## src/kmpr_pkg.sv

```systemverilog
// ----------------------------------------------------------------------------
// Keyboard matrix reader package
// Shared constants, item codes, state encoding and the row store request.
// ----------------------------------------------------------------------------
package kmpr_pkg;

    localparam int ROWS_DEF = 8;
    localparam int ROWS_MAX = 8;
    localparam int DATA_W   = 8;
    localparam int ADDR_W   = 3;

    localparam logic [DATA_W-1:0] KEYS_IDLE     = 8'hFF;
    localparam logic [DATA_W-1:0] TAPE_MASK_RST = 8'hBF;

    // Configuration register indexes.
    localparam logic CFG_CHEAP_IDX = 1'b0;
    localparam logic CFG_TAPE_IDX  = 1'b1;

    typedef enum logic [1:0] {
        KIND_DOWN  = 2'd0,
        KIND_UP    = 2'd1,
        KIND_RESET = 2'd2,
        KIND_READ  = 2'd3
    } t_kind;

    typedef enum logic [1:0] {
        ST_IDLE,
        ST_SELECT,
        ST_GHOST
    } t_state;

    typedef enum logic [1:0] {
        ROP_NONE,
        ROP_AND,
        ROP_OR,
        ROP_FILL
    } t_row_op;

    typedef struct packed {
        t_row_op           op;
        logic [ADDR_W-1:0] addr;
        logic [DATA_W-1:0] mask;
    } t_row_req;

endpackage

```

## src/kmpr_rows.sv

```systemverilog
// ----------------------------------------------------------------------------
// Key row store
// Holds the active-low key rows and applies AND, OR and fill updates.
// ----------------------------------------------------------------------------
module kmpr_rows import kmpr_pkg::*; #(
    parameter int ROWS  = ROWS_DEF,
    parameter int ROW_W = (ROWS > 1) ? $clog2(ROWS) : 1
) (
    input  logic              i_clk,
    input  logic              i_rst_n,
    input  t_row_req          i_req,
    input  logic [ROW_W-1:0]  i_rd_addr,
    output logic [DATA_W-1:0] o_rd_data
);

    logic [DATA_W-1:0] r_rows [ROWS];
    logic              addr_ok;
    logic [ROW_W-1:0]  wr_idx;

    assign addr_ok   = ({1'b0, i_req.addr} < (ADDR_W + 1)'(ROWS));
    assign wr_idx    = i_req.addr[ROW_W-1:0];
    assign o_rd_data = r_rows[i_rd_addr];

    always_ff @(posedge i_clk) begin
        if (!i_rst_n) begin
            for (int i = 0; i < ROWS; i++) begin
                r_rows[i] <= KEYS_IDLE;
            end
        end else begin
            case (i_req.op)
                ROP_AND: begin
                    if (addr_ok) begin
                        r_rows[wr_idx] <= r_rows[wr_idx] & i_req.mask;
                    end
                end
                ROP_OR: begin
                    if (addr_ok) begin
                        r_rows[wr_idx] <= r_rows[wr_idx] | i_req.mask;
                    end
                end
                ROP_FILL: begin
                    for (int i = 0; i < ROWS; i++) begin
                        r_rows[i] <= KEYS_IDLE;
                    end
                end
                default: begin
                end
            endcase
        end
    end

endmodule

```

## src/kmpr_scan.sv

```systemverilog
// ----------------------------------------------------------------------------
// Port read sequencer
// Walks the rows one per cycle through a shared AND/compare unit, first to
// select the addressed rows and then for the ghosting passes.
// ----------------------------------------------------------------------------
module kmpr_scan import kmpr_pkg::*; #(
    parameter int ROWS  = ROWS_DEF,
    parameter int ROW_W = (ROWS > 1) ? $clog2(ROWS) : 1
) (
    input  logic              i_clk,
    input  logic              i_rst_n,
    input  logic              i_start,
    output logic              o_busy,
    input  logic [1:0]        i_kind,
    input  logic [2:0]        i_row,
    input  logic [7:0]        i_key_mask,
    input  logic [7:0]        i_port_high,
    input  logic              i_tape_volume_low,
    input  logic              i_cheap,
    input  logic [DATA_W-1:0] i_tape_mask,
    input  logic [DATA_W-1:0] i_rd_data,
    output logic [ROW_W-1:0]  o_rd_addr,
    output t_row_req          o_row_req,
    output logic              o_result_valid,
    output logic [DATA_W-1:0] o_read_data
);

    localparam logic [ROW_W-1:0] LAST = ROW_W'(ROWS - 1);

    t_state            r_state, n_state;
    logic [ROW_W-1:0]  r_idx, n_idx;
    logic [ROW_W-1:0]  r_pass, n_pass;
    logic [DATA_W-1:0] r_acc, n_acc;
    logic [ROWS-1:0]   r_pend, n_pend;
    logic              r_merged, n_merged;
    logic              r_tape, n_tape;
    logic              r_valid, n_valid;
    logic [DATA_W-1:0] r_data, n_data;

    logic              accept;
    logic              last;
    logic              hit;
    logic [DATA_W-1:0] acc_step;
    logic [ROWS-1:0]   pend_step;
    logic              merged_any;
    logic              finish;

    assign accept         = i_start && (r_state == ST_IDLE);
    assign last           = (r_idx == LAST);
    assign o_busy         = (r_state != ST_IDLE);
    assign o_rd_addr      = r_idx;
    assign o_result_valid = r_valid;
    assign o_read_data    = r_data;

    // One step of the shared unit: the row under the pointer is merged into
    // the accumulator if it is addressed (select) or ghosts into it (ghost).
    always_comb begin
        hit        = 1'b0;
        acc_step   = r_acc;
        pend_step  = r_pend;
        finish     = 1'b0;
        case (r_state)
            ST_SELECT: begin
                hit = !r_pend[r_idx];
            end
            ST_GHOST: begin
                hit = r_pend[r_idx] && ((i_rd_data | r_acc) != KEYS_IDLE);
            end
            default: begin
                hit = 1'b0;
            end
        endcase
        if (hit) begin
            acc_step = r_acc & i_rd_data;
        end
        if (hit && (r_state == ST_GHOST)) begin
            pend_step[r_idx] = 1'b0;
        end
        merged_any = r_merged || (hit && (r_state == ST_GHOST));
        case (r_state)
            ST_SELECT: begin
                finish = last && !(i_cheap && (r_pend != '0));
            end
            ST_GHOST: begin
                finish = last && (!merged_any || (pend_step == '0) || (r_pass == LAST));
            end
            default: begin
                finish = 1'b0;
            end
        endcase
    end

    always_comb begin
        n_state = r_state;
        case (r_state)
            ST_IDLE: begin
                if (i_start && (t_kind'(i_kind) == KIND_READ)) begin
                    n_state = ST_SELECT;
                end
            end
            ST_SELECT: begin
                if (last) begin
                    n_state = finish ? ST_IDLE : ST_GHOST;
                end
            end
            ST_GHOST: begin
                if (finish) begin
                    n_state = ST_IDLE;
                end
            end
            default: begin
                n_state = ST_IDLE;
            end
        endcase
    end

    always_comb begin
        n_idx          = r_idx;
        n_pass         = r_pass;
        n_acc          = acc_step;
        n_pend         = pend_step;
        n_merged       = r_merged;
        n_tape         = r_tape;
        n_valid        = 1'b0;
        n_data         = r_data;
        o_row_req.op   = ROP_NONE;
        o_row_req.addr = i_row;
        o_row_req.mask = i_key_mask;
        case (r_state)
            ST_IDLE: begin
                if (accept) begin
                    case (t_kind'(i_kind))
                        KIND_DOWN: begin
                            o_row_req.op = ROP_AND;
                            n_valid      = 1'b1;
                            n_data       = KEYS_IDLE;
                        end
                        KIND_UP: begin
                            o_row_req.op = ROP_OR;
                            n_valid      = 1'b1;
                            n_data       = KEYS_IDLE;
                        end
                        KIND_RESET: begin
                            o_row_req.op = ROP_FILL;
                            n_valid      = 1'b1;
                            n_data       = KEYS_IDLE;
                        end
                        default: begin
                            n_acc    = KEYS_IDLE;
                            n_pend   = i_port_high[ROWS-1:0];
                            n_tape   = i_tape_volume_low;
                            n_idx    = '0;
                            n_pass   = '0;
                            n_merged = 1'b0;
                        end
                    endcase
                end
            end
            ST_SELECT, ST_GHOST: begin
                n_idx    = last ? '0 : r_idx + 1'b1;
                n_merged = last ? 1'b0 : merged_any;
                if (last && (r_state == ST_GHOST)) begin
                    n_pass = r_pass + 1'b1;
                end
                if (finish) begin
                    n_valid = 1'b1;
                    n_data  = r_tape ? (acc_step & i_tape_mask) : acc_step;
                end
            end
            default: begin
            end
        endcase
    end

    always_ff @(posedge i_clk) begin
        if (!i_rst_n) begin
            r_state  <= ST_IDLE;
            r_idx    <= '0;
            r_pass   <= '0;
            r_merged <= 1'b0;
            r_valid  <= 1'b0;
        end else begin
            r_state  <= n_state;
            r_idx    <= n_idx;
            r_pass   <= n_pass;
            r_merged <= n_merged;
            r_valid  <= n_valid;
        end
    end

    always_ff @(posedge i_clk) begin
        r_acc  <= n_acc;
        r_pend <= n_pend;
        r_tape <= n_tape;
        r_data <= n_data;
    end

    // A result is only ever presented once the sequencer is back at rest.
    a_valid_idle: assert property (@(posedge i_clk) disable iff (!i_rst_n)
        r_valid |-> (r_state == ST_IDLE))
        else $error("result strobe while sequencer busy");

    // Key updates answer with all keys released on the next cycle.
    a_key_result: assert property (@(posedge i_clk) disable iff (!i_rst_n)
        (accept && (t_kind'(i_kind) != KIND_READ)) |=> (r_valid && (r_data == KEYS_IDLE)))
        else $error("key update did not return idle byte");

    // Ghosting passes only run in cheap-matrix mode.
    a_ghost_mode: assert property (@(posedge i_clk) disable iff (!i_rst_n)
        (r_state == ST_GHOST) |-> i_cheap)
        else $error("ghost pass without cheap-matrix mode");

    // While a read is in progress the accumulator can only lose set bits.
    a_acc_monotone: assert property (@(posedge i_clk) disable iff (!i_rst_n)
        (r_state != ST_IDLE) |=> ((r_acc & ~$past(r_acc)) == '0))
        else $error("accumulator gained a released key");

endmodule

```

## src/keyboard_matrix_port_reader_top.sv

```systemverilog
// ----------------------------------------------------------------------------
// Keyboard matrix port reader
// Eight-row active-low key matrix with port reads and optional ghosting.
// ----------------------------------------------------------------------------
// A request is taken when start is high and busy is low. Key-down, key-up and
// reset-keys requests complete at once: busy stays low and the result strobe
// o_result_valid pulses with o_read_data = 0xFF on the following cycle, so
// such requests may be issued every cycle. A port read walks the rows through
// one shared AND/compare unit, one row per cycle: first a pass that combines the
// addressed rows, then, in cheap-matrix mode, ghosting passes for as long as
// unmerged rows remain and a pass still merges one (at most ROWS passes).
// Busy stays high for the whole read. The result strobe comes in the first
// cycle with busy low again, and a new request may be accepted in that same
// cycle. The result is valid on the outputs for that single cycle only; the
// receiver cannot stall it and must capture it when the strobe is high.
// Configuration writes are accepted whenever the block is not busy.
// ----------------------------------------------------------------------------
module keyboard_matrix_port_reader_top import kmpr_pkg::*; #(
    parameter int ROWS = ROWS_DEF
) (
    input  logic              i_clk,
    input  logic              i_rst_n,
    input  logic              start,
    output logic              busy,
    input  logic [1:0]        i_kind,
    input  logic [2:0]        i_row,
    input  logic [7:0]        i_key_mask,
    input  logic [7:0]        i_port_high,
    input  logic              i_tape_volume_low,
    output logic              o_result_valid,
    output logic [7:0]        o_read_data,
    input  logic              i_cfg_valid,
    output logic              o_cfg_ready,
    input  logic              i_cfg_index,
    input  logic [7:0]        i_cfg_data
);

    localparam int ROW_W = (ROWS > 1) ? $clog2(ROWS) : 1;

    // Configuration registers.
    logic              r_cheap;
    logic [DATA_W-1:0] r_tape_mask;

    logic [ROW_W-1:0]  rd_addr;
    logic [DATA_W-1:0] rd_data;
    t_row_req          row_req;

    // Writes are refused while a read is walking the rows, so the mode and
    // the tape mask are stable for the whole of a read.
    assign o_cfg_ready = !busy;

    always_ff @(posedge i_clk) begin
        if (!i_rst_n) begin
            r_cheap     <= 1'b0;
            r_tape_mask <= TAPE_MASK_RST;
        end else if (i_cfg_valid && o_cfg_ready) begin
            case (i_cfg_index)
                CFG_CHEAP_IDX: r_cheap     <= i_cfg_data[0];
                CFG_TAPE_IDX:  r_tape_mask <= i_cfg_data;
                default: begin
                end
            endcase
        end
    end

    // The row store holds the matrix; the sequencer owns its single read port
    // and issues all updates.
    kmpr_rows #(
        .ROWS  (ROWS),
        .ROW_W (ROW_W)
    ) u_rows (
        .i_clk     (i_clk),
        .i_rst_n   (i_rst_n),
        .i_req     (row_req),
        .i_rd_addr (rd_addr),
        .o_rd_data (rd_data)
    );

    kmpr_scan #(
        .ROWS  (ROWS),
        .ROW_W (ROW_W)
    ) u_scan (
        .i_clk             (i_clk),
        .i_rst_n           (i_rst_n),
        .i_start           (start),
        .o_busy            (busy),
        .i_kind            (i_kind),
        .i_row             (i_row),
        .i_key_mask        (i_key_mask),
        .i_port_high       (i_port_high),
        .i_tape_volume_low (i_tape_volume_low),
        .i_cheap           (r_cheap),
        .i_tape_mask       (r_tape_mask),
        .i_rd_data         (rd_data),
        .o_rd_addr         (rd_addr),
        .o_row_req         (row_req),
        .o_result_valid    (o_result_valid),
        .o_read_data       (o_read_data)
    );

endmodule
```

## config.mk

```make
export PLATFORM = sky130hd
export DESIGN_NAME = keyboard_matrix_port_reader_top
export DESIGN_NICKNAME = d
export VERILOG_FILES = /design/src/kmpr_pkg.sv /design/src/kmpr_rows.sv /design/src/kmpr_scan.sv /design/src/keyboard_matrix_port_reader_top.sv
export SDC_FILE = /design/constraint.sdc
export NUM_CORES = 1
export LEC_CHECK = 0
export ABC_CLOCK_PERIOD_IN_PS = 3500
export BUFFER_PORTS_ARGS = -buffer_cell sky130_fd_sc_hd__buf_2
export CORE_MARGIN = 2
export CORE_UTILIZATION = 55
export CTS_BUF_LIST = sky130_fd_sc_hd__clkbuf_8
export DETAILED_ROUTE_END_ITERATION = 12
export MAX_ROUTING_LAYER = met4
export PLACE_DENSITY = 0.77
export SLEW_MARGIN = 10
export SYNTH_ARGS = -nofsm -noshare
export SYNTH_HDL_FRONTEND = slang
export SYNTH_HIERARCHICAL = 1
export SYNTH_SLANG_ARGS = --single-unit
```

## constraint.sdc

```tcl
create_clock -name i_clk -period 3.5 [get_ports i_clk]
set_input_delay 0.525 -clock i_clk [delete_from_list [all_inputs] [get_ports i_clk]]
set_output_delay 0.525 -clock i_clk [all_outputs]
set_load 0.01 [all_outputs]
```

==> impl_metrics.toml, run 1 <==
[clock_tree]
htree_levels = 3
cts_root_buf = "clkbuf_8"
numCtsBuffers = 9
cts_tree = "yes"
clk_pin_slew_ps = 100
ctsHoldBuffers = 0
clock_path_buffers = 2
cts_num_sinks = 108
clkLatencyLatePin_ps = 390

[yosys]
synth_area_um2 = 5920
ys_types = 58
synth_edf_count = 73
ys_seq_area_share_pct = 48.9
syn_nets = 601
synth_cells = 554
synth_ff_type = "edfxtp_1"
netlist_top_cells_area = "edfxtp_1 37%, dfxtp_1 12%, nand2_1 6.8%"
avgSynthCellArea_um2 = 10.7
synth_seq_cells = 108
yosysWarningCount = 6
synth.largest_area_cell = "edfxtp_1"
synth_common_cells = "108 x nand2_1, 73 x edfxtp_1, 39 x mux2i_1, 35 x dfxtp_1, 35 x o21ai_0"
synth-async-reset-ratio_pct = 0
synth_most_common_cell = "nand2_1"
yosys.area.top_type_share_pct = 37.0

[layout]
drive_gt1_share_pct = 21.6
design_area_um2 = 6490
diodes = 0
n_fill_cell = 821
area.growth.synth_to_final_pct = 9.70
nNetsFinal = 645

[detailed_routing]
ant_nets = 0
drt-initial-drc-count = 465
vias = 4519
drt_pass1_iterations = 5
post_drt_wl_per_cell_um = 19.6
drc = 0
vias_per_cell = 6.12
wl_um = 14500

[critical_path]
crit_buf_inv = 1
end_kind = "register"
cp.arrival_ps = 3460
crit_slowest_cell = "mux4_2"
r2r_end = "u_scan/o_read_data[6]$_SDFFCE_PP1P_"
r2r_start = "u_scan/o_rd_addr[0]$_SDFFE_PN0P_"
critical-path-top-delay-family = "compound AO/OA/AOI/OAI gates"
r2r_cells = 11
crit_fanout = 8
crit_chain = "buf_12 -> mux4_2 -> mux2_2 -> o22ai_1 -> nor4_2 -> a31o_1 -> a2111oi_4 -> a211oi_2 -> a211oi_4 -> a21oi_2 -> a21oi_4"
worstSetupStartpointType = "register"
worst-setup-path-type = "reg2reg"
required_ps = 3570
r2r_slack_ps = 100
max_stage_delay_ps = 510

[sta]
worst_pin_slew_ps = 949
tns_ps = 0
finalMaxSlewViolations = 0
fin_crit_ps = 3400
finClkSkew_ps = 14.1
relSlewSlack_pct = 36.7
setup_viol_count_final = 0
clock.fmax_ghz = 0.294
period_share_pct = 97.0
whs_ps = 316
hold_viol = 0

[placed_design]
place_area_um2 = 6250
port_buffers = 45
hpwl_um = 10600
place_congestion = 0.987

[power_and_ir_drop]
power_mw = 2.98
vdd_drop_max_uv = 382
p_leak_nw = 2.13
p_per_area_nw_per_um2 = 458

[global_routing]
grtUsageTotal_pct = 26.6
antenna_found_initial = 0
grt_start_max_net_pins = 35
grt_pass1_wl_um = 22200
grt_pass1_vias = 4210
gr-total-overflow = 0

[die]
num_rows = 37
ios = 46
start_util_pct = 57.1
die_area_um2 = 11600
coreArea_um2 = 10400
chipHeight_um = 108
die_w_um = 108

[worst_hold_path]
min_to = "u_scan/r_tape$_DFFE_PP_"
hold_depth = 1
hold_start = "i_tape_volume_low"
hp-class = "in2reg"

[job]
drv_cap = 0

[status]
status = "complete, no violations"
-- sequential cells by signal, indices dropped and copies added, names as in the netlist --
register	count
u_rows/r_rows	64
r_tape_mask	8
u_scan/o_read_data	8
u_scan/r_acc	8
u_scan/r_pend	8
u_scan/o_rd_addr	3
u_scan/r_pass	3
u_scan/r_state	2
r_cheap	1
u_scan/o_result_valid	1
u_scan/r_merged	1
u_scan/r_tape	1
-- metal layers --
metal  part of all wire (%)  global-route usage (%)
met5                      0                       -
met1                     40                    32.5
met3                    8.4                    7.14
met2                     48                    41.7
met4                    3.7                    11.4
-- worst max-delay path by stage --
stage / start / end / slack [ps] / cells past startpoint
after global routing: u_scan/o_rd_addr[0]$_SDFFE_PN0P_ / u_scan/o_read_data[1]$_SDFFCE_PP1P_ / -40 / 11
final: u_scan/o_rd_addr[0]$_SDFFE_PN0P_ / u_scan/o_read_data[6]$_SDFFCE_PP1P_ / 100 / 11
after CTS: u_scan/o_rd_addr[0]$_SDFFE_PN0P_ / u_scan/o_read_data[6]$_SDFFCE_PP1P_ / 100 / 12
after detailed placement: u_scan/o_rd_addr[0]$_SDFFE_PN0P_ / u_scan/o_read_data[6]$_SDFFCE_PP1P_ / 10 / 11
after floorplan: u_scan/o_rd_addr[0]$_SDFFE_PN0P_ / u_scan/o_read_data[0]$_SDFFCE_PP1P_ / 50 / 12
after global placement: u_scan/o_rd_addr[0]$_SDFFE_PN0P_ / u_scan/o_read_data[0]$_SDFFCE_PP1P_ / 70 / 11
-- layout make-up --
| type | count | area [µm²] | share of cell area (%) |
|---|---|---|---|
| Sequential cell | 108 | 2900 | 44.6 |
| Timing Repair Buffer | 71 | 463 | 7.13 |
| Inverter | 31 | 116 | 1.79 |
| Clock buffer | 9 | 124 | 1.91 |
| Multi-Input combinational cell | 377 | 2680 | 41.2 |
| Tap cell | 136 | 170 | 2.62 |
| Clock inverter | 7 | 45.0 | 0.694 |
-- power breakdown --
group	total [mW]	switching (mW)	internal, mW
registers	1.56	0.0929	1.47
clock network	0.672	0.417	0.255
logic	0.745	0.441	0.305
total	2.98	0.950	2.03
-- cells in the final DEF (no fill, tap or decap), drive strengths merged, types with 3 or more instances in the layout --
cell / n
o21ai: 36
maj3: 8
clkbuf: 10
buf: 70
inv: 32
edfxtp: 73
nor2: 28
mux4: 16
dfxtp: 35
mux2: 9
nor3: 3
a21oi: 9
nand2b: 8
o22ai: 21
nand3: 8
nand2: 108
a21boi: 7
o211ai: 9
clkinv: 5
nand3b: 3
nor2b: 9
nand4b: 7
ha: 12
mux2i: 39
nor4: 4
-- kinds of logic (layout without fill, tap and decap cells) --
kind of cell / count (synthesis) / count (layout) / synth area share [%]
simple gates: 191 / 191 / 14.9
flops: 108 / 108 / 48.9
compound gates: 101 / 101 / 11.0
buf+inv: 69 / 118 / 6.64
mux: 64 / 64 / 14.4
fa+ha+maj: 20 / 20 / 4.06
xor+xnor: 1 / 1 / 0.148
-- metrics by stage --
step | setup slack (ps) | util (%) | cells
finish | 104 | 62.6 | 739
global placement | 70.8 | 60.2 | 721
global route | -40.2 | 62.6 | 739
CTS | 100 | 61.9 | 737
floorplan | 52.9 | - | 554
detailed placement | 14.4 | 60.2 | 721
-- what timing repair did --
item                                    4_1_cts  5_1_grt
endpoints found under the setup margin        8       10
pin swaps                                     0        2
endpoints found under the hold margin         0        0
gates resized for setup                       1        8
gates cloned                                  0        1
buffers inserted                              0        1
Note: power is estimated with default switching activity, not from simulation.
==> run 2: changes to the inputs <==
Settings changed: CORE_UTILIZATION 55 to 56, PLACE_DENSITY 0.77 to 0.78, SYNTH_HIERARCHICAL 1 to unset.
==> run 2 against run 1 <==
Effect of this change: total power fell by 2.6%; highest routed layer unchanged; combinational power fell by 25%; cell area is 1.0% lower; sequential share of layout area increased by 1.3 points.
==> impl_metrics.toml, run 2 <==
[status]
status = "complete, no violations"

[die]
num_rows = 37
chipHeight_um = 106
die_w_um = 106
die_area_um2 = 11200
coreArea_um2 = 10200
start_util_pct = 57.1
ios = 46

[layout]
nNetsFinal = 634
layout_commonest_cell = "nand2_1"
utilization_pct = 63.1
mostFrequentLayoutCells = "134 x nand2_1, 73 x edfxtp_1, 45 x buf_2"
drive_gt1_share_pct = 19.4
area.growth.synth_to_final_pct = 10.4
largest_reg_flops = 64
diodes = 0
regMostFlops = "u_rows.r_rows"

[clock_tree]
clk_pin_slew_ps = 100
postCtsSetupBuffers = 0
cts-resized-gates = 0
cts_tree = "yes"
clkLatencyLatePin_ps = 390
cts_num_sinks = 111
ctsHoldBuffers = 0
numCtsBuffers = 9
htree_levels = 3
cts_root_buf = "clkbuf_8"
clock_path_buffers = 2

[detailed_routing]
post_drt_wl_per_cell_um = 19.1
ant_nets = 0
wl_um = 13900
drc = 0
vias = 4429
drt_pass1_iterations = 6
vias_per_cell = 6.08
drt-initial-drc-count = 423

[yosys]
synth_cells = 538
synth_common_cells = "134 x nand2_1, 73 x edfxtp_1, 38 x dfxtp_1, 27 x o21ai_0"
ys_types = 59
synth-async-reset-ratio_pct = 0
synth_area_um2 = 5820
synth.largest_area_cell = "edfxtp_1"
yosysWarningCount = 0
yosys.area.top_type_share_pct = 37.7
synth_ff_type = "edfxtp_1"
avgSynthCellArea_um2 = 10.8
synth_most_common_cell = "nand2_1"
synth_seq_cells = 111
synth_edf_count = 73
syn_nets = 585
netlist_top_cells_area = "edfxtp_1 38%, dfxtp_1 13%, nand2_1 8.6%"
ys_seq_area_share_pct = 50.7

[worst_hold_path]
min_to = "u_scan.r_pend[6]$_DFF_P_"
hold_depth = 3
hold_start = "i_port_high[6]"
hp-class = "in2reg"

[critical_path]
worst-setup-path-type = "reg2reg"
end_kind = "register"
crit_slowest_cell = "mux4_2"
cp.arrival_ps = 3310
r2r_slack_ps = 300
r2r_end = "u_scan.o_read_data[3]$_SDFFCE_PP1P_"
worstSetupStartpointType = "register"
r2r_cells = 11
required_ps = 3610
crit_fanout = 8
crit_chain = "mux4_2 -> mux2_2 -> nor2_1 -> a2111oi_4 -> a31oi_4 -> nand3_2 -> a211oi_2 -> a21oi_1 -> nand2b_1 -> a221oi_1 -> buf_4"
max_stage_delay_ps = 520
crit_buf_inv = 1
critical-path-top-delay-family = "compound AO/OA/AOI/OAI gates"

[global_routing]
grt_pass1_wl_um = 22700
antenna_found_initial = 0
grtUsageTotal_pct = 27.3
grt_pass1_vias = 4369
grt_start_max_net_pins = 25
gr-total-overflow = 0

[sta]
tns_ps = 0
worst_pin_slew_ps = 774
finClkSkew_ps = 7.42
hold_viol = 0
setup_slack_ps = 300
setup_viol_count_final = 0
relSlewSlack_pct = 48.2
finalMaxSlewViolations = 0
fin_crit_ps = 3200
period_share_pct = 91.4
rsz0062_at_grt = "no"
clock.fmax_ghz = 0.312

[power_and_ir_drop]
p_per_area_nw_per_um2 = 451
vdd_drop_max_uv = 408
p_leak_nw = 2.04

[placed_design]
place_congestion = 0.896
dpl_worst_slack_ps = 196
hpwl_um = 10500
port_buffers = 45

[job]
drv_cap = 0
[run 2: changes by cell type in the layout (fill, tap and decap cells not counted), moves of 8 or more]
cell	before	now
nand2_1	108	134
o22ai_1	21	2
inv_1	32	15
mux2i_1	39	24
nor2b_1	9	21
nand3_1	8	18
a221o_1	0	9
maj3_2	8	0
o21ai_0	35	27
o21ai_1	1	9
[run 2: tightest hold or removal path, cell delays in order]
cell     delay [ps]
buf_2            70
nand2_1          40
nand2_1          40
[run 2: per-stage QoR]
stage	cell area (µm²)	hold slack (ps)	std cells	total power, mW
after CTS	6430	301	728	2.91
after floorplan	5820	441	538	1.95
after detailed placement	6220	466	712	2.12
after global placement	6220	452	712	2.10
after global routing	6430	299	728	3.04
final	6430	316	728	2.90
[run 2: layout make-up]
type	count	area, µm²
clock buffer	9	124
clock inverter	7	80.1
fill	818	3760
inverter	16	60.1
multi-input combinational	386	2680
sequential	111	2950
tap	136	170
timing repair buffer	63	360
[run 2: power breakdown]
| group | switching, mW | internal (mW) |
|---|---|---|
| clock network | 0.454 | 0.342 |
| registers | 0.0688 | 1.47 |
| logic | 0.350 | 0.210 |
| total | 0.872 | 2.03 |
[run 2: cells by family (layout without fill, tap and decap cells)]
| logic type | Yosys count | count (layout) | share of synthesized area, % |
|---|---|---|---|
| and+or+nand+nor | 229 | 229 | 17.7 |
| AOI/OAI and AO/OA | 95 | 95 | 12.1 |
| DFF | 111 | 111 | 50.7 |
| buffers and inverters | 41 | 95 | 3.22 |
| adders and majority gates | 12 | 12 | 2.58 |
| muxes | 50 | 50 | 13.7 |
[run 2: how the worst max path moves through the flow]
stage	startpoint	endpoint	cells past startpoint
after global routing	register	u_scan.o_read_data[3]$_SDFFCE_PP1P_	11
final	register	u_scan.o_read_data[3]$_SDFFCE_PP1P_	11
after CTS	register	u_scan.o_read_data[3]$_SDFFCE_PP1P_	11
after detailed placement	register	u_scan.o_read_data[1]$_SDFFCE_PP1P_	11
after global placement	register	u_scan.o_read_data[1]$_SDFFCE_PP1P_	11
after floorplan	register	u_scan.o_read_data[0]$_SDFFCE_PP1P_	11
[run 2: metal layers]
metal / routed length [µm] / part of all wire, % / GRT usage, % / vias to the layer above
met5: 0 / 0 / - / -
met1: 5830 / 42 / 34.6 / 2122
met3: 1030 / 7.4 / 6.56 / 24
li1: - / - / - / 2076
met4: 233 / 1.7 / 7.99 / 0
met2: 6790 / 49 / 44.1 / 207
